## config.mk

```make
export PLATFORM = sky130hd
export DESIGN_NAME = i2c_register_transfer_sequencer_flat
export DESIGN_NICKNAME = d
export VERILOG_FILES = /design/src/hw/rtl/i2cseq_pkg.sv /design/src/hw/rtl/i2cseq_job_if.sv /design/src/hw/rtl/i2cseq_res_if.sv /design/src/hw/rtl/i2cseq_step.sv /design/src/hw/rtl/i2cseq_obuf.sv /design/src/hw/rtl/i2c_register_transfer_sequencer.sv /design/src/flat_wrapper.sv
export SDC_FILE = /design/constraint.sdc
export NUM_CORES = 1
export LEC_CHECK = 0
export BUFFER_PORTS_ARGS = -buffer_cell sky130_fd_sc_hd__buf_4
export CORE_MARGIN = 2
export CORE_UTILIZATION = 40
export CTS_BUF_LIST = sky130_fd_sc_hd__clkbuf_4
export DETAILED_ROUTE_END_ITERATION = 12
export MAX_ROUTING_LAYER = met4
export PLACE_DENSITY = 0.63
export SLEW_MARGIN = 25
export SYNTH_ARGS = -nofsm -noshare
export SYNTH_HDL_FRONTEND = slang
export SYNTH_SLANG_ARGS = --single-unit
```

## constraint.sdc

```tcl
create_clock -name clk -period 3.7 [get_ports clk]
set_clock_uncertainty 0.15 [all_clocks]
set_input_delay 0.74 -clock clk [delete_from_list [all_inputs] [get_ports clk]]
set_output_delay 0.74 -clock clk [all_outputs]
set_load 0.005 [all_outputs]
```

## src/hw/rtl/i2cseq_pkg.sv

```systemverilog
// ----------------------------------------------------------------------------
// i2cseq_pkg
// Codes, constants and result types shared by the I2C register transfer
// sequencer modules.
// ----------------------------------------------------------------------------
package i2cseq_pkg;

	// request commands
	localparam logic [1:0] CMD_READ  = 2'd0;
	localparam logic [1:0] CMD_WRITE = 2'd1;
	localparam logic [1:0] CMD_EVENT = 2'd2;
	localparam logic [1:0] CMD_ERROR = 2'd3;

	// event flag bits
	localparam int EV_START_SENT = 0;
	localparam int EV_ADDR_SENT  = 1;
	localparam int EV_BYTE_DONE  = 2;
	localparam int EV_RX_READY   = 3;
	localparam int EV_TX_EMPTY   = 4;

	// error flag bits
	localparam int ERR_ACK_FAIL = 0;
	localparam int ERR_ARB_LOST = 1;
	localparam int ERR_BUS      = 2;

	// pending condition bits
	localparam int PEND_START = 0;
	localparam int PEND_STOP  = 1;

	// byte kinds
	localparam logic [1:0] KIND_NONE = 2'd0;
	localparam logic [1:0] KIND_ADDR = 2'd1;
	localparam logic [1:0] KIND_DATA = 2'd2;

	// bus conditions
	localparam logic [1:0] COND_NONE  = 2'd0;
	localparam logic [1:0] COND_START = 2'd1;
	localparam logic [1:0] COND_STOP  = 2'd2;

	// control actions
	localparam logic [1:0] CTL_KEEP = 2'd0;
	localparam logic [1:0] CTL_ON   = 2'd1;
	localparam logic [1:0] CTL_OFF  = 2'd2;

	localparam logic [7:0] NO_REGISTER = 8'hFF;
	localparam logic [9:0] POS_REG     = 10'h3FF;

	typedef struct packed {
		logic [1:0] byte_kind;
		logic [7:0] byte_out;
		logic [1:0] bus_condition;
		logic [1:0] ack_control;
		logic [1:0] pos_control;
		logic [1:0] buffer_irq_control;
		logic [1:0] event_irq_control;
		logic       store_valid;
		logic [7:0] buffer_index;
		logic [7:0] store_byte;
		logic       busy_res;
		logic       last;
	} res_t;

	typedef struct packed {
		res_t r0;
		res_t r1;
		logic two;
	} pair_t;

endpackage

```

## src/hw/rtl/i2cseq_job_if.sv

```systemverilog
// ----------------------------------------------------------------------------
// i2cseq_job_if
// Request channel: job starts, engine events and engine errors.
// ----------------------------------------------------------------------------
interface i2cseq_job_if;
	logic       valid;
	logic       ready;
	logic [1:0] command;
	logic [6:0] device_address;
	logic [7:0] register_number;
	logic [7:0] byte_count;
	logic [4:0] event_flags;
	logic [2:0] error_flags;
	logic [1:0] condition_pending;
	logic [7:0] received_byte;
	logic [7:0] received_byte_next;
	logic [7:0] transmit_byte;

	modport source (
		output valid, command, device_address, register_number, byte_count,
			event_flags, error_flags, condition_pending, received_byte,
			received_byte_next, transmit_byte,
		input  ready
	);
	modport sink (
		input  valid, command, device_address, register_number, byte_count,
			event_flags, error_flags, condition_pending, received_byte,
			received_byte_next, transmit_byte,
		output ready
	);
endinterface

```

## src/hw/rtl/i2cseq_res_if.sv

```systemverilog
// ----------------------------------------------------------------------------
// i2cseq_res_if
// Result channel: bytes, bus conditions, controls and buffer stores.
// ----------------------------------------------------------------------------
interface i2cseq_res_if;
	logic       valid;
	logic       ready;
	logic [1:0] byte_kind;
	logic [7:0] byte_out;
	logic [1:0] bus_condition;
	logic [1:0] ack_control;
	logic [1:0] pos_control;
	logic [1:0] buffer_irq_control;
	logic [1:0] event_irq_control;
	logic       store_valid;
	logic [7:0] buffer_index;
	logic [7:0] store_byte;
	logic       busy_res;
	logic       last;

	modport source (
		output valid, byte_kind, byte_out, bus_condition, ack_control, pos_control,
			buffer_irq_control, event_irq_control, store_valid, buffer_index,
			store_byte, busy_res, last,
		input  ready
	);
	modport sink (
		input  valid, byte_kind, byte_out, bus_condition, ack_control, pos_control,
			buffer_irq_control, event_irq_control, store_valid, buffer_index,
			store_byte, busy_res, last,
		output ready
	);
endinterface

```

## src/hw/rtl/i2cseq_step.sv

```systemverilog
// ----------------------------------------------------------------------------
// i2cseq_step
// Input register, transfer state and the single-pass step logic that turns
// one request into one or two results.
// ----------------------------------------------------------------------------
module i2cseq_step import i2cseq_pkg::*; (
	input  logic        clk,
	input  logic        arst_n,
	i2cseq_job_if.sink  job,
	output pair_t       pair,
	output logic        pair_valid,
	input  logic        pair_ready
);

	logic       valid_s1;
	logic [1:0] cmd_s1;
	logic [6:0] dev_s1;
	logic [7:0] reg_s1;
	logic [7:0] cnt_s1;
	logic [4:0] ev_s1;
	logic [2:0] err_s1;
	logic [1:0] pend_s1;
	logic [7:0] rx0_s1;
	logic [7:0] rx1_s1;
	logic [7:0] tx_s1;

	logic [7:0] target_q;
	logic [7:0] sub_q;
	logic [7:0] len_q;
	logic [9:0] bp_q;
	logic       reading_q;
	logic       rpd_q;
	logic       busy_q;
	logic       irq_on_q;

	logic [7:0] target_n;
	logic [7:0] sub_n;
	logic [7:0] len_n;
	logic [9:0] bp_n;
	logic       reading_n;
	logic       rpd_n;
	logic       busy_n;
	logic       irq_on_n;

	res_t       r0;
	res_t       r1;
	logic       two;
	logic       rd;
	logic [9:0] len_ext;
	logic [9:0] bp_p1;
	logic [9:0] bp_p2;
	logic [9:0] bp_p3;
	logic       fire;

	assign fire       = valid_s1 && pair_ready;
	assign job.ready  = !valid_s1 || pair_ready;
	assign pair_valid = valid_s1;

	always_ff @(posedge clk or negedge arst_n) begin
		if (!arst_n) begin
			valid_s1 <= 1'b0;
		end else if (job.valid && job.ready) begin
			valid_s1 <= 1'b1;
		end else if (fire) begin
			valid_s1 <= 1'b0;
		end
	end

	always_ff @(posedge clk) begin
		if (job.valid && job.ready) begin
			cmd_s1  <= job.command;
			dev_s1  <= job.device_address;
			reg_s1  <= job.register_number;
			cnt_s1  <= job.byte_count;
			ev_s1   <= job.event_flags;
			err_s1  <= job.error_flags;
			pend_s1 <= job.condition_pending;
			rx0_s1  <= job.received_byte;
			rx1_s1  <= job.received_byte_next;
			tx_s1   <= job.transmit_byte;
		end
	end

	always_ff @(posedge clk or negedge arst_n) begin
		if (!arst_n) begin
			target_q  <= '0;
			sub_q     <= '0;
			len_q     <= '0;
			bp_q      <= '0;
			reading_q <= 1'b0;
			rpd_q     <= 1'b0;
			busy_q    <= 1'b0;
			irq_on_q  <= 1'b0;
		end else if (fire) begin
			target_q  <= target_n;
			sub_q     <= sub_n;
			len_q     <= len_n;
			bp_q      <= bp_n;
			reading_q <= reading_n;
			rpd_q     <= rpd_n;
			busy_q    <= busy_n;
			irq_on_q  <= irq_on_n;
		end
	end

	assign len_ext = {2'b00, len_q};
	assign bp_p1   = bp_q + 10'd1;
	assign bp_p2   = bp_q + 10'd2;
	assign bp_p3   = bp_q + 10'd3;
	assign rd      = reading_q && rpd_q;

	always_comb begin
		r0        = '0;
		r1        = '0;
		two       = 1'b0;
		target_n  = target_q;
		sub_n     = sub_q;
		len_n     = len_q;
		bp_n      = bp_q;
		reading_n = reading_q;
		rpd_n     = rpd_q;
		busy_n    = busy_q;
		irq_on_n  = irq_on_q;
		r0.buffer_index = bp_q[7:0];

		case (cmd_s1)
			CMD_READ, CMD_WRITE: begin
				target_n  = {dev_s1, 1'b0};
				sub_n     = reg_s1;
				len_n     = cnt_s1;
				bp_n      = '0;
				reading_n = (cmd_s1 == CMD_READ);
				busy_n    = 1'b1;
				rpd_n     = (reg_s1 == NO_REGISTER);
				r0.buffer_index = '0;
				// leave a running transfer's interrupts alone
				if (!irq_on_q) begin
					if (!pend_s1[PEND_START])
						r0.bus_condition = COND_START;
					r0.event_irq_control = CTL_ON;
					irq_on_n = 1'b1;
				end
			end
			CMD_ERROR: begin
				if (err_s1 != '0) begin
					r0.buffer_irq_control = CTL_OFF;
					if (!err_s1[ERR_ARB_LOST] && !pend_s1[PEND_STOP]) begin
						r0.bus_condition     = COND_STOP;
						r0.event_irq_control = CTL_OFF;
						irq_on_n = 1'b0;
					end
				end
				busy_n = 1'b0;
			end
			default: begin
				if (ev_s1[EV_START_SENT]) begin
					r0.pos_control = CTL_OFF;
					r0.ack_control = CTL_ON;
					r0.byte_kind   = KIND_ADDR;
					bp_n = '0;
					if (reading_q && (rpd_q || sub_q == NO_REGISTER)) begin
						rpd_n = 1'b1;
						if (len_q == 8'd2)
							r0.pos_control = CTL_ON;
						r0.byte_out = target_q | 8'h01;
					end else begin
						r0.byte_out = target_q & 8'hFE;
						// mark the register byte as next to send
						if (!rpd_q)
							bp_n = POS_REG;
					end
				end else if (ev_s1[EV_ADDR_SENT]) begin
					if (rd) begin
						if (len_q == 8'd1) begin
							r0.ack_control        = CTL_OFF;
							r0.bus_condition      = COND_STOP;
							r0.buffer_irq_control = CTL_ON;
						end else if (len_q == 8'd2) begin
							r0.ack_control        = CTL_OFF;
							r0.buffer_irq_control = CTL_OFF;
						end else if (len_q == 8'd3) begin
							r0.buffer_irq_control = CTL_OFF;
						end else begin
							r0.buffer_irq_control = CTL_ON;
						end
					end else begin
						r0.buffer_irq_control = CTL_ON;
					end
				end else if (ev_s1[EV_BYTE_DONE]) begin
					if (rd) begin
						r0.bus_condition = COND_STOP;
						if (len_q > 8'd2) begin
							r0.ack_control        = CTL_OFF;
							r0.buffer_irq_control = CTL_ON;
						end
						r0.store_valid  = 1'b1;
						r0.buffer_index = bp_q[7:0];
						r0.store_byte   = rx0_s1;
						r1.store_valid  = 1'b1;
						r1.buffer_index = bp_p1[7:0];
						r1.store_byte   = rx1_s1;
						bp_n = (len_q <= 8'd2) ? bp_p3 : bp_p2;
						two  = 1'b1;
					end else if (rpd_q || !reading_q) begin
						r0.bus_condition = COND_STOP;
						bp_n = bp_p1;
					end else begin
						// register phase over: restart for the read
						r0.bus_condition = COND_START;
						rpd_n = 1'b1;
					end
				end else if (ev_s1[EV_RX_READY]) begin
					r0.store_valid  = 1'b1;
					r0.buffer_index = bp_q[7:0];
					r0.store_byte   = rx0_s1;
					if (len_ext == bp_p1 + 10'd3)
						r0.buffer_irq_control = CTL_OFF;
					bp_n = (len_ext == bp_p1) ? bp_p2 : bp_p1;
				end else if (ev_s1[EV_TX_EMPTY]) begin
					r0.byte_kind = KIND_DATA;
					bp_n = bp_p1;
					if (bp_q != POS_REG) begin
						r0.byte_out = tx_s1;
						if (len_ext == bp_p1)
							r0.buffer_irq_control = CTL_OFF;
					end else begin
						r0.byte_out = sub_q;
						if (reading_q || len_q == 8'd0)
							r0.buffer_irq_control = CTL_OFF;
					end
				end
				// transfer complete
				if (bp_n == len_ext + 10'd1) begin
					rpd_n = 1'b0;
					r0.event_irq_control = CTL_OFF;
					irq_on_n = 1'b0;
					busy_n   = 1'b0;
				end
			end
		endcase

		r0.busy_res = busy_n;
		r1.busy_res = busy_n;
		r0.last     = !two;
		r1.last     = 1'b1;
	end

	assign pair.r0  = r0;
	assign pair.r1  = r1;
	assign pair.two = two;

endmodule

```

## src/hw/rtl/i2cseq_obuf.sv

```systemverilog
// ----------------------------------------------------------------------------
// i2cseq_obuf
// Result register: holds the results of one request and hands them out one
// per cycle while result.ready is high.
// ----------------------------------------------------------------------------
module i2cseq_obuf import i2cseq_pkg::*; (
	input  logic          clk,
	input  logic          arst_n,
	input  pair_t         pair,
	input  logic          pair_valid,
	output logic          pair_ready,
	i2cseq_res_if.source  result
);

	pair_t pair_q;
	logic  full_q;
	logic  phase_q;
	res_t  cur;
	logic  take;

	assign take       = full_q && result.ready;
	assign pair_ready = !full_q || (result.ready && (phase_q || !pair_q.two));

	always_ff @(posedge clk or negedge arst_n) begin
		if (!arst_n) begin
			full_q  <= 1'b0;
			phase_q <= 1'b0;
		end else if (pair_valid && pair_ready) begin
			full_q  <= 1'b1;
			phase_q <= 1'b0;
		end else if (take) begin
			// advance to the second result, else drop the entry
			if (!phase_q && pair_q.two)
				phase_q <= 1'b1;
			else
				full_q <= 1'b0;
		end
	end

	always_ff @(posedge clk) begin
		if (pair_valid && pair_ready)
			pair_q <= pair;
	end

	assign cur = phase_q ? pair_q.r1 : pair_q.r0;

	assign result.valid              = full_q;
	assign result.byte_kind          = cur.byte_kind;
	assign result.byte_out           = cur.byte_out;
	assign result.bus_condition      = cur.bus_condition;
	assign result.ack_control        = cur.ack_control;
	assign result.pos_control        = cur.pos_control;
	assign result.buffer_irq_control = cur.buffer_irq_control;
	assign result.event_irq_control  = cur.event_irq_control;
	assign result.store_valid        = cur.store_valid;
	assign result.buffer_index       = cur.buffer_index;
	assign result.store_byte         = cur.store_byte;
	assign result.busy_res           = cur.busy_res;
	assign result.last               = cur.last;

endmodule

```

## src/hw/rtl/i2c_register_transfer_sequencer.sv

```systemverilog
// ----------------------------------------------------------------------------
// i2c_register_transfer_sequencer
// I2C master register read/write sequencer driven by job and engine requests.
// A request is held in the step's input register and its results then in the
// result register; the first result is valid once it is in the result register.
// Throughput: one request per cycle unless result.ready stalls; a byte-finished
// read gives two results and holds the result register until both are taken.
// Reset: arst_n clears all transfer state and empties both pipeline registers.
// ----------------------------------------------------------------------------
module i2c_register_transfer_sequencer import i2cseq_pkg::*; (
	input  logic          clk,
	input  logic          arst_n,
	i2cseq_job_if.sink    job,
	i2cseq_res_if.source  result
);

	pair_t pair;
	logic  pair_valid;
	logic  pair_ready;

	i2cseq_step u_step (
		.clk        (clk),
		.arst_n     (arst_n),
		.job        (job),
		.pair       (pair),
		.pair_valid (pair_valid),
		.pair_ready (pair_ready)
	);

	i2cseq_obuf u_obuf (
		.clk        (clk),
		.arst_n     (arst_n),
		.pair       (pair),
		.pair_valid (pair_valid),
		.pair_ready (pair_ready),
		.result     (result)
	);

endmodule
```

## src/flat_wrapper.sv

```systemverilog
// flat-port wrapper written by rule: the top's interface ports become plain ports
module i2c_register_transfer_sequencer_flat import i2cseq_pkg::*;
  (clk, arst_n, job_valid, job_command, job_device_address, job_register_number, job_byte_count, job_event_flags, job_error_flags, job_condition_pending, job_received_byte, job_received_byte_next, job_transmit_byte, job_ready, result_valid, result_byte_kind, result_byte_out, result_bus_condition, result_ack_control, result_pos_control, result_buffer_irq_control, result_event_irq_control, result_store_valid, result_buffer_index, result_store_byte, result_busy_res, result_last, result_ready);
  i2cseq_job_if job_i ();
  i2cseq_res_if result_i ();
  input  logic clk;
  input  logic arst_n;
  input wire logic [$bits(job_i.valid)-1:0] job_valid;
  input wire logic [$bits(job_i.command)-1:0] job_command;
  input wire logic [$bits(job_i.device_address)-1:0] job_device_address;
  input wire logic [$bits(job_i.register_number)-1:0] job_register_number;
  input wire logic [$bits(job_i.byte_count)-1:0] job_byte_count;
  input wire logic [$bits(job_i.event_flags)-1:0] job_event_flags;
  input wire logic [$bits(job_i.error_flags)-1:0] job_error_flags;
  input wire logic [$bits(job_i.condition_pending)-1:0] job_condition_pending;
  input wire logic [$bits(job_i.received_byte)-1:0] job_received_byte;
  input wire logic [$bits(job_i.received_byte_next)-1:0] job_received_byte_next;
  input wire logic [$bits(job_i.transmit_byte)-1:0] job_transmit_byte;
  output wire logic [$bits(job_i.ready)-1:0] job_ready;
  output wire logic [$bits(result_i.valid)-1:0] result_valid;
  output wire logic [$bits(result_i.byte_kind)-1:0] result_byte_kind;
  output wire logic [$bits(result_i.byte_out)-1:0] result_byte_out;
  output wire logic [$bits(result_i.bus_condition)-1:0] result_bus_condition;
  output wire logic [$bits(result_i.ack_control)-1:0] result_ack_control;
  output wire logic [$bits(result_i.pos_control)-1:0] result_pos_control;
  output wire logic [$bits(result_i.buffer_irq_control)-1:0] result_buffer_irq_control;
  output wire logic [$bits(result_i.event_irq_control)-1:0] result_event_irq_control;
  output wire logic [$bits(result_i.store_valid)-1:0] result_store_valid;
  output wire logic [$bits(result_i.buffer_index)-1:0] result_buffer_index;
  output wire logic [$bits(result_i.store_byte)-1:0] result_store_byte;
  output wire logic [$bits(result_i.busy_res)-1:0] result_busy_res;
  output wire logic [$bits(result_i.last)-1:0] result_last;
  input wire logic [$bits(result_i.ready)-1:0] result_ready;
  assign job_i.valid = job_valid;
  assign job_i.command = job_command;
  assign job_i.device_address = job_device_address;
  assign job_i.register_number = job_register_number;
  assign job_i.byte_count = job_byte_count;
  assign job_i.event_flags = job_event_flags;
  assign job_i.error_flags = job_error_flags;
  assign job_i.condition_pending = job_condition_pending;
  assign job_i.received_byte = job_received_byte;
  assign job_i.received_byte_next = job_received_byte_next;
  assign job_i.transmit_byte = job_transmit_byte;
  assign job_ready = job_i.ready;
  assign result_valid = result_i.valid;
  assign result_byte_kind = result_i.byte_kind;
  assign result_byte_out = result_i.byte_out;
  assign result_bus_condition = result_i.bus_condition;
  assign result_ack_control = result_i.ack_control;
  assign result_pos_control = result_i.pos_control;
  assign result_buffer_irq_control = result_i.buffer_irq_control;
  assign result_event_irq_control = result_i.event_irq_control;
  assign result_store_valid = result_i.store_valid;
  assign result_buffer_index = result_i.buffer_index;
  assign result_store_byte = result_i.store_byte;
  assign result_busy_res = result_i.busy_res;
  assign result_last = result_i.last;
  assign result_i.ready = result_ready;
  i2c_register_transfer_sequencer u_core (.clk(clk), .arst_n(arst_n), .job(job_i), .result(result_i));
endmodule
```

Word level (Yosys, flattened, before mapping)
Index checks and enable logic that the tools add are counted.
- add/subtract/negate cells: 5
- $mul: 0
- divide/modulo/power cells: 0
- order comparisons: 2
- eq/ne operators: 18
- shifts and indexed selects: 0
- multiplexer cells: 94
- bitwise logic cells: 5
- reductions and logical operators: 45
- operator list (kind ; count):
    two-way mux 10 bit ; 13
    two-way mux 17 bit ; 4
    two-way mux 2 bit ; 26
    two-way mux 39 bit ; 1
    two-way mux 9 bit ; 4
    two-way mux 16 bit ; 2
    two-way mux 1 bit ; 31
    adder 10 x 2 -> 10 bit (second input constant) ; 3
    == test 8 x 10 -> 1 bit ; 2
    one-hot mux 10 bit (2 select lines) ; 1
    == test 8 x 2 -> 1 bit (second input constant) ; 2
    == test 8 bit (second input constant) ; 2
    two-way mux 4 bit ; 4
    one-hot mux 8 bit (2 select lines) ; 1
    OR reduction 7 bit ; 2
    inequality test 4 x 2 -> 1 bit (second input constant) ; 3
    one-hot mux 2 bit (2 select lines) ; 3
    adder 10 x 1 -> 10 bit (second input constant) ; 1
    == test 10 x 9 -> 1 bit ; 1
    inequality test 10 bit (second input constant) ; 1
    OR reduction 5 bit ; 2
    adder 8 x 1 -> 9 bit (second input constant) ; 1
    == test 8 x 1 -> 1 bit (second input constant) ; 1
    greater-than comparator 8 x 2 -> 1 bit (second input constant) ; 1
    other kinds (24) ; 57
- register bits after elaboration: 156
- bits in latches: 0
- memory bits (writable): 0
- ROM bits: 0
- input bits: 63
- output and inout bits: 41
- memories kept: 0

Logic depth before layout (Yosys ltp)
- depth in word-level cells: 11
- mapped depth: 14
- depth with buffers taken out: 12

Cells and area by module
Synthesis repeated with hierarchy kept, for this count alone.
- cells, all modules: 866
- area total of the unflattened synthesis: 9507.9 um^2
- modules (own cells, without submodules) (module ; times used ; cells each ; area each (um^2)):
    i2cseq_step ; 1 ; 734 ; 6548.8
    i2cseq_obuf ; 1 ; 132 ; 2959.1

Worst setup path after synthesis
No wires, ideal clock.
- kind: register to register
- start: register u_core.u_step.bp_q[0]
- end: register u_core.u_obuf.pair_q[2] (netlist name), data pin
- setup time: 0.274 ns
- arrival time: 3.337 ns
- required time: 3.276 ns
- slack: -0.060 ns
- stages on the path, launching flop included: 15
- path buffers: 2
- clock period less this slack: 3.760 ns
- cell sequence: dfrtp_1 > buf_2 > inv_1 > ha_1 > xor2_1 > nor3_1 > o2111ai_1 > nor4_4 > buf_4 > a22oi_1 > nor2_1 > o22ai_1 > or4_4 > nor4_4 > o22ai_1
- RTL lines (element ; line ; text):
    from (decl) ; i2cseq_step.sv:30 ; logic [9:0] bp_q;
    from (signal assigned) ; i2cseq_step.sv:98 ; bp_q <= bp_n;
    to (signal assigned) ; i2cseq_obuf.sv:42 ; pair_q <= pair;
    to (decl) ; i2cseq_obuf.sv:15 ; pair_t pair_q;

==> results.md <==
* Run status: finished with violations
* Failing checks: negative setup slack
* Die span in y at about 150 µm
* Critical path peak fanout at 4
* Reg area at 4460 µm²
* CTS buffer count at 17
* Worst Setup Start Kind: flop
* Total iterations of the first detailed-routing run at 5
* Slowest cell delay on critical path at 550 ps
* Fill cell total of the finished layout at 1965
* Worst-case clock buffer depth at 2
* Most common cell on crit path: buf_4
* Latest clock arrival within the worst-skew pair at between 500 and 600 ps
* Post-route standard cell area excluding fillers at 11600 µm²
* Yosys warning total at 0
* Clock Sinks at 155
* Routed Wire Length at 29600 µm
* P&R area growth vs syn at 32.8%
* Via Count at 7488
* Prevailing post-synth register cell: edfxtp_1
* RSZ-0062 raised after global routing: true
* Power per standard cell area at 699 nW/µm²
* Placement row count at 54
* Share of flip-flops with an asynchronous set or reset after synthesis at between 20 and 30%
* Syn Nets at 886
* Worst slew margin relative to its limit at 50.4%
* Post-detail-place hpwl at 22600 µm
* Starting density of the core at 40.5%
* Worst hold slack at approximately 170 ps
* Leftover overflow at the end of global routing at 0
* Part of the cycle the worst path needs at 104%
* Post-DR vias/cell at ~5.6
* Netlist area before placement at 8750 µm²
* Antenna-violating nets left at 0
* CP top delay family: simple AND/OR/NAND/NOR gates
* Gate count after technology mapping at roughly 810
* Horizontal die dimension at 152 µm
* Leak Pwr at 4.62 nW
* Number of distinct library cell variants in the gate-level netlist after synthesis at 78
* Worst ir drop on vdd at 303 µV
* Fin. max-slew vios at 0
* Sequential Power Share at between 30% and 40%
* Pin count of the biggest net entering global routing at 59
* Average instance area after synthesis at 10.8 µm²
* Switching power at 3.49 mW
* Worst Setup Slack, final at -152 ps
* Number of hold violations in the final report at 0
* Clock-pin slew on the worst setup and hold paths at 170 ps
* Flip-flop and latch count after synthesis at 155
* Area post-placement at 10900 µm²
* Number of levels the H-tree was split into at 4
* Proportion of layout cells with a drive suffix above 1 at 38.6%
* Relative contribution of combinational cells to total power at between 50 and 60%
* Fraction of power spent switching nets at 43.0%
* I/O pin total at 104
* Post-layout net count at 1130
* Kind of capture point of the worst setup path: flop
* Max-capacitance violation count at 0
* Area of combinational cells with multiple inputs at 4280 µm²
* Root buf cell: clkbuf_4
* Wire length of the first global-routing pass at 44500 µm
* First-iteration detailed-routing DRC count at between 600 and 700
* TritonCTS clock tree: yes
* Critical Path AT at 4140 ps
* Crit Path Class: flop to flop
* Vias in the first global route at around 7.3k
* Worst endpoint required time at 3990 ps
* I/O Buffers at 103
* DRC violation count after routing at 0
* Fraction of the yosys area taken by sequential cells at 50.9%
* Slew at the pin closest to its max-slew limit at 736 ps
* Relative contribution of the clock network to total power at roughly 14%
* Worst Hold Class: primary input to flop
* Min Clock Period, post-route at 3850 ps
* Die area at 23100 µm²
* Post-placement worst setup slack at -282 ps
* Internal power at 4.63 mW
* Critical-path cell list: buf_4, nor4_4, buf_4, nand3_1, buf_4, nor4_1, o41ai_4, buf_4, and4_1, or4_4, nor4_4, buf_4, o2bb2ai_2
* Buf/Inv on CP at 5
* Routed WL per cell at 22.0 µm
* Antenna violations before repair at 2
* Routability cong. at 1.00
* Standard cell with the maximum stage delay on the critical path: or4_4
* Core area at 21600 µm²
* Number of synthesized flops with an enable pin at 115
* Final number of setup-violating endpoints at 5
* GRT Total Usage at 26.1%
* Fmax achieved at approximately 0.26 GHz
## layout by cell type, fill, tap and decap left out, types with 4 or more instances in the layout
| master | Yosys | layout |
|---|---|---|
| buf_4 | 6 | 270 |
| edfxtp_1 | 115 | 115 |
| nor2_1 | 63 | 62 |
| nand2_1 | 58 | 56 |
| o21ai_0 | 44 | 43 |
| mux2_2 | 41 | 41 |
| dfrtp_1 | 40 | 38 |
| a21oi_1 | 31 | 31 |
| and2_1 | 30 | 29 |
| nand3_1 | 28 | 28 |
| nor2b_1 | 26 | 26 |
| xnor2_1 | 23 | 22 |
| clkbuf_4 | 0 | 17 |
| inv_1 | 17 | 15 |
| nand4_1 | 15 | 15 |
| nor3_1 | 18 | 15 |
| mux2i_1 | 15 | 14 |
| xor2_1 | 16 | 13 |
| nand2b_1 | 11 | 11 |
| ha_1 | 14 | 11 |
| nor4_1 | 11 | 10 |
| a211oi_1 | 10 | 8 |
| a31oi_1 | 10 | 8 |
| o22ai_1 | 7 | 7 |
| and3_1 | 7 | 7 |
| a21o_1 | 6 | 6 |
| and4_1 | 6 | 6 |
| o211ai_1 | 6 | 6 |
| inv_8 | 0 | 6 |
| nor3_2 | 1 | 4 |
| or4_1 | 4 | 4 |
| nand3b_1 | 4 | 4 |
| a22o_1 | 4 | 4 |
| buf_6 | 2 | 4 |
## timing repair
item | CTS | global route
setup buffers | 5 | 5
gates cloned | 0 | 0
setup endpoints to repair | 5 | 5
hold buffers | 1 | 0
endpoints found under the hold margin | 10 | 0
pin swaps | 12 | 20
resized for setup | 15 | 44
## cell families (layout without fill, tap and decap cells)
logic type	after synthesis	count (layout)	share of synthesized area (%)
AND/OR/NAND/NOR	306	306	19.2
AO/OA/AOI/OAI	166	166	12.8
flip-flops	155	155	50.9
buffers and inverters	71	328	3.56
multiplexers	56	56	6.99
XOR/XNOR	41	41	4.49
adder cells (fa/ha/maj)	14	14	2.00
other	0	1	0
## state kept, by name, summed over array words and instances (netlist names), 2 cells and up
signal                  cells
u_core.u_step.tx_s1         8
u_core.u_step.bp_q         10
u_core.u_step.cmd_s1        2
u_core.u_step.dev_s1        7
u_core.u_step.reg_s1        8
u_core.u_obuf.pair_q       56
u_core.u_step.rx1_s1        8
u_core.u_step.err_s1        3
u_core.u_step.cnt_s1        8
u_core.u_step.len_q         8
u_core.u_step.ev_s1         5
u_core.u_step.pend_s1       2
u_core.u_step.sub_q         8
u_core.u_step.rx0_s1        8
u_core.u_step.target_q      7
## power groups by stage
| stage | Sequential (mW) | Combinational, mW | Clock [mW] |
|---|---|---|---|
| after floorplan | 2.41 | 2.24 | 0 |
| final | 2.52 | 4.42 | 1.17 |
| after global placement | 2.54 | 4.04 | 0 |
| after global routing | 2.55 | 4.68 | 1.27 |
| after CTS | 2.51 | 4.14 | 1.20 |
| after detailed placement | 2.55 | 4.00 | 0 |
## synthesized netlist by cell type, drive strengths merged (4+ instances only)
master	count	share of area [%]
clkbuf	35	1.5
nor4	14	1.4
o21ai	45	2.6
dfrtp	40	11
a21o	6	0.51
nor2b	26	1.9
edfxtp	115	39
mux2i	15	1.7
nand2	58	2.5
and4	6	0.60
or4	6	0.60
o211ai	6	0.51
or2	4	0.29
buf	18	1.3
a211oi	11	1.0
ha	14	2.0
a31oi	10	0.72
or3	4	0.29
o22ai	7	0.50
nor2	64	2.8
nand3	29	1.8
o41ai	6	0.77
and3	7	0.50
nand2b	11	0.79
xor2	16	1.6
xnor2	24	2.6
a21oi	31	1.8
a22o	4	0.40
inv	17	0.73
mux2	41	5.3
and2	30	2.1
nand4	16	1.3
nor3	20	1.3
nand3b	4	0.34
## worst register-to-register path, cell delays in order (launching register included)
cell,delay (ps)
dfrtp_1,410
buf_4,160
nor4_4,310
buf_4,180
nand3_1,130
buf_4,180
nor4_1,450
o41ai_4,180
buf_4,180
and4_1,170
or4_4,550
nor4_4,380
buf_4,200
o2bb2ai_2,90
## routing by layer
metal  track usage (%)  share of wire, %  vias up
met2              40.5                47      263
met4              7.74               2.5        0
met3              2.88               5.0       47
li1                  -                 -     3489
met5                 -                 0        -
met1              36.6                46     3689
## layout make-up
class | count | area share [%]
Sequential cell | 155 | 38.4
Inverter | 18 | 0.582
Clock inverter | 15 | 1.63
Multi-Input combinational cell | 583 | 36.9
Clock buffer | 17 | 1.10
Timing Repair Buffer | 278 | 18.4
Antenna cell | 1 | 0.0215
Tap cell | 280 | 3.02
## final timing paths
path	start	end	slack [ps]	cells past startpoint
min	job_received_byte_next[3]	u_core.u_step.rx1_s1[3]	170	1
max	u_core.u_step.len_q[3]	u_core.u_obuf.pair_q[60]	-150	13
min in group asynchronous	arst_n	u_core.u_step.pair_valid	590	2
max reg2reg	u_core.u_step.len_q[3]	u_core.u_obuf.pair_q[60]	-150	13
max in group asynchronous	arst_n	u_core.u_step.bp_q[0]	2370	2
min reg2reg	u_core.u_step.dev_s1[0]	u_core.u_step.target_q[1]	340	1
## per-stage QoR
stage	setup TNS (ps)	util (%)	total power, mW	instances
after floorplan	0	-	4.65	809
after detailed placement	-1200	50.3	6.55	1303
after global placement	-826	50.3	6.58	1303
after CTS	-725	52.5	7.85	1341
final	-533	53.7	8.12	1347
after global routing	-996	53.7	8.51	1347
(Power assumes the default switching activity.)
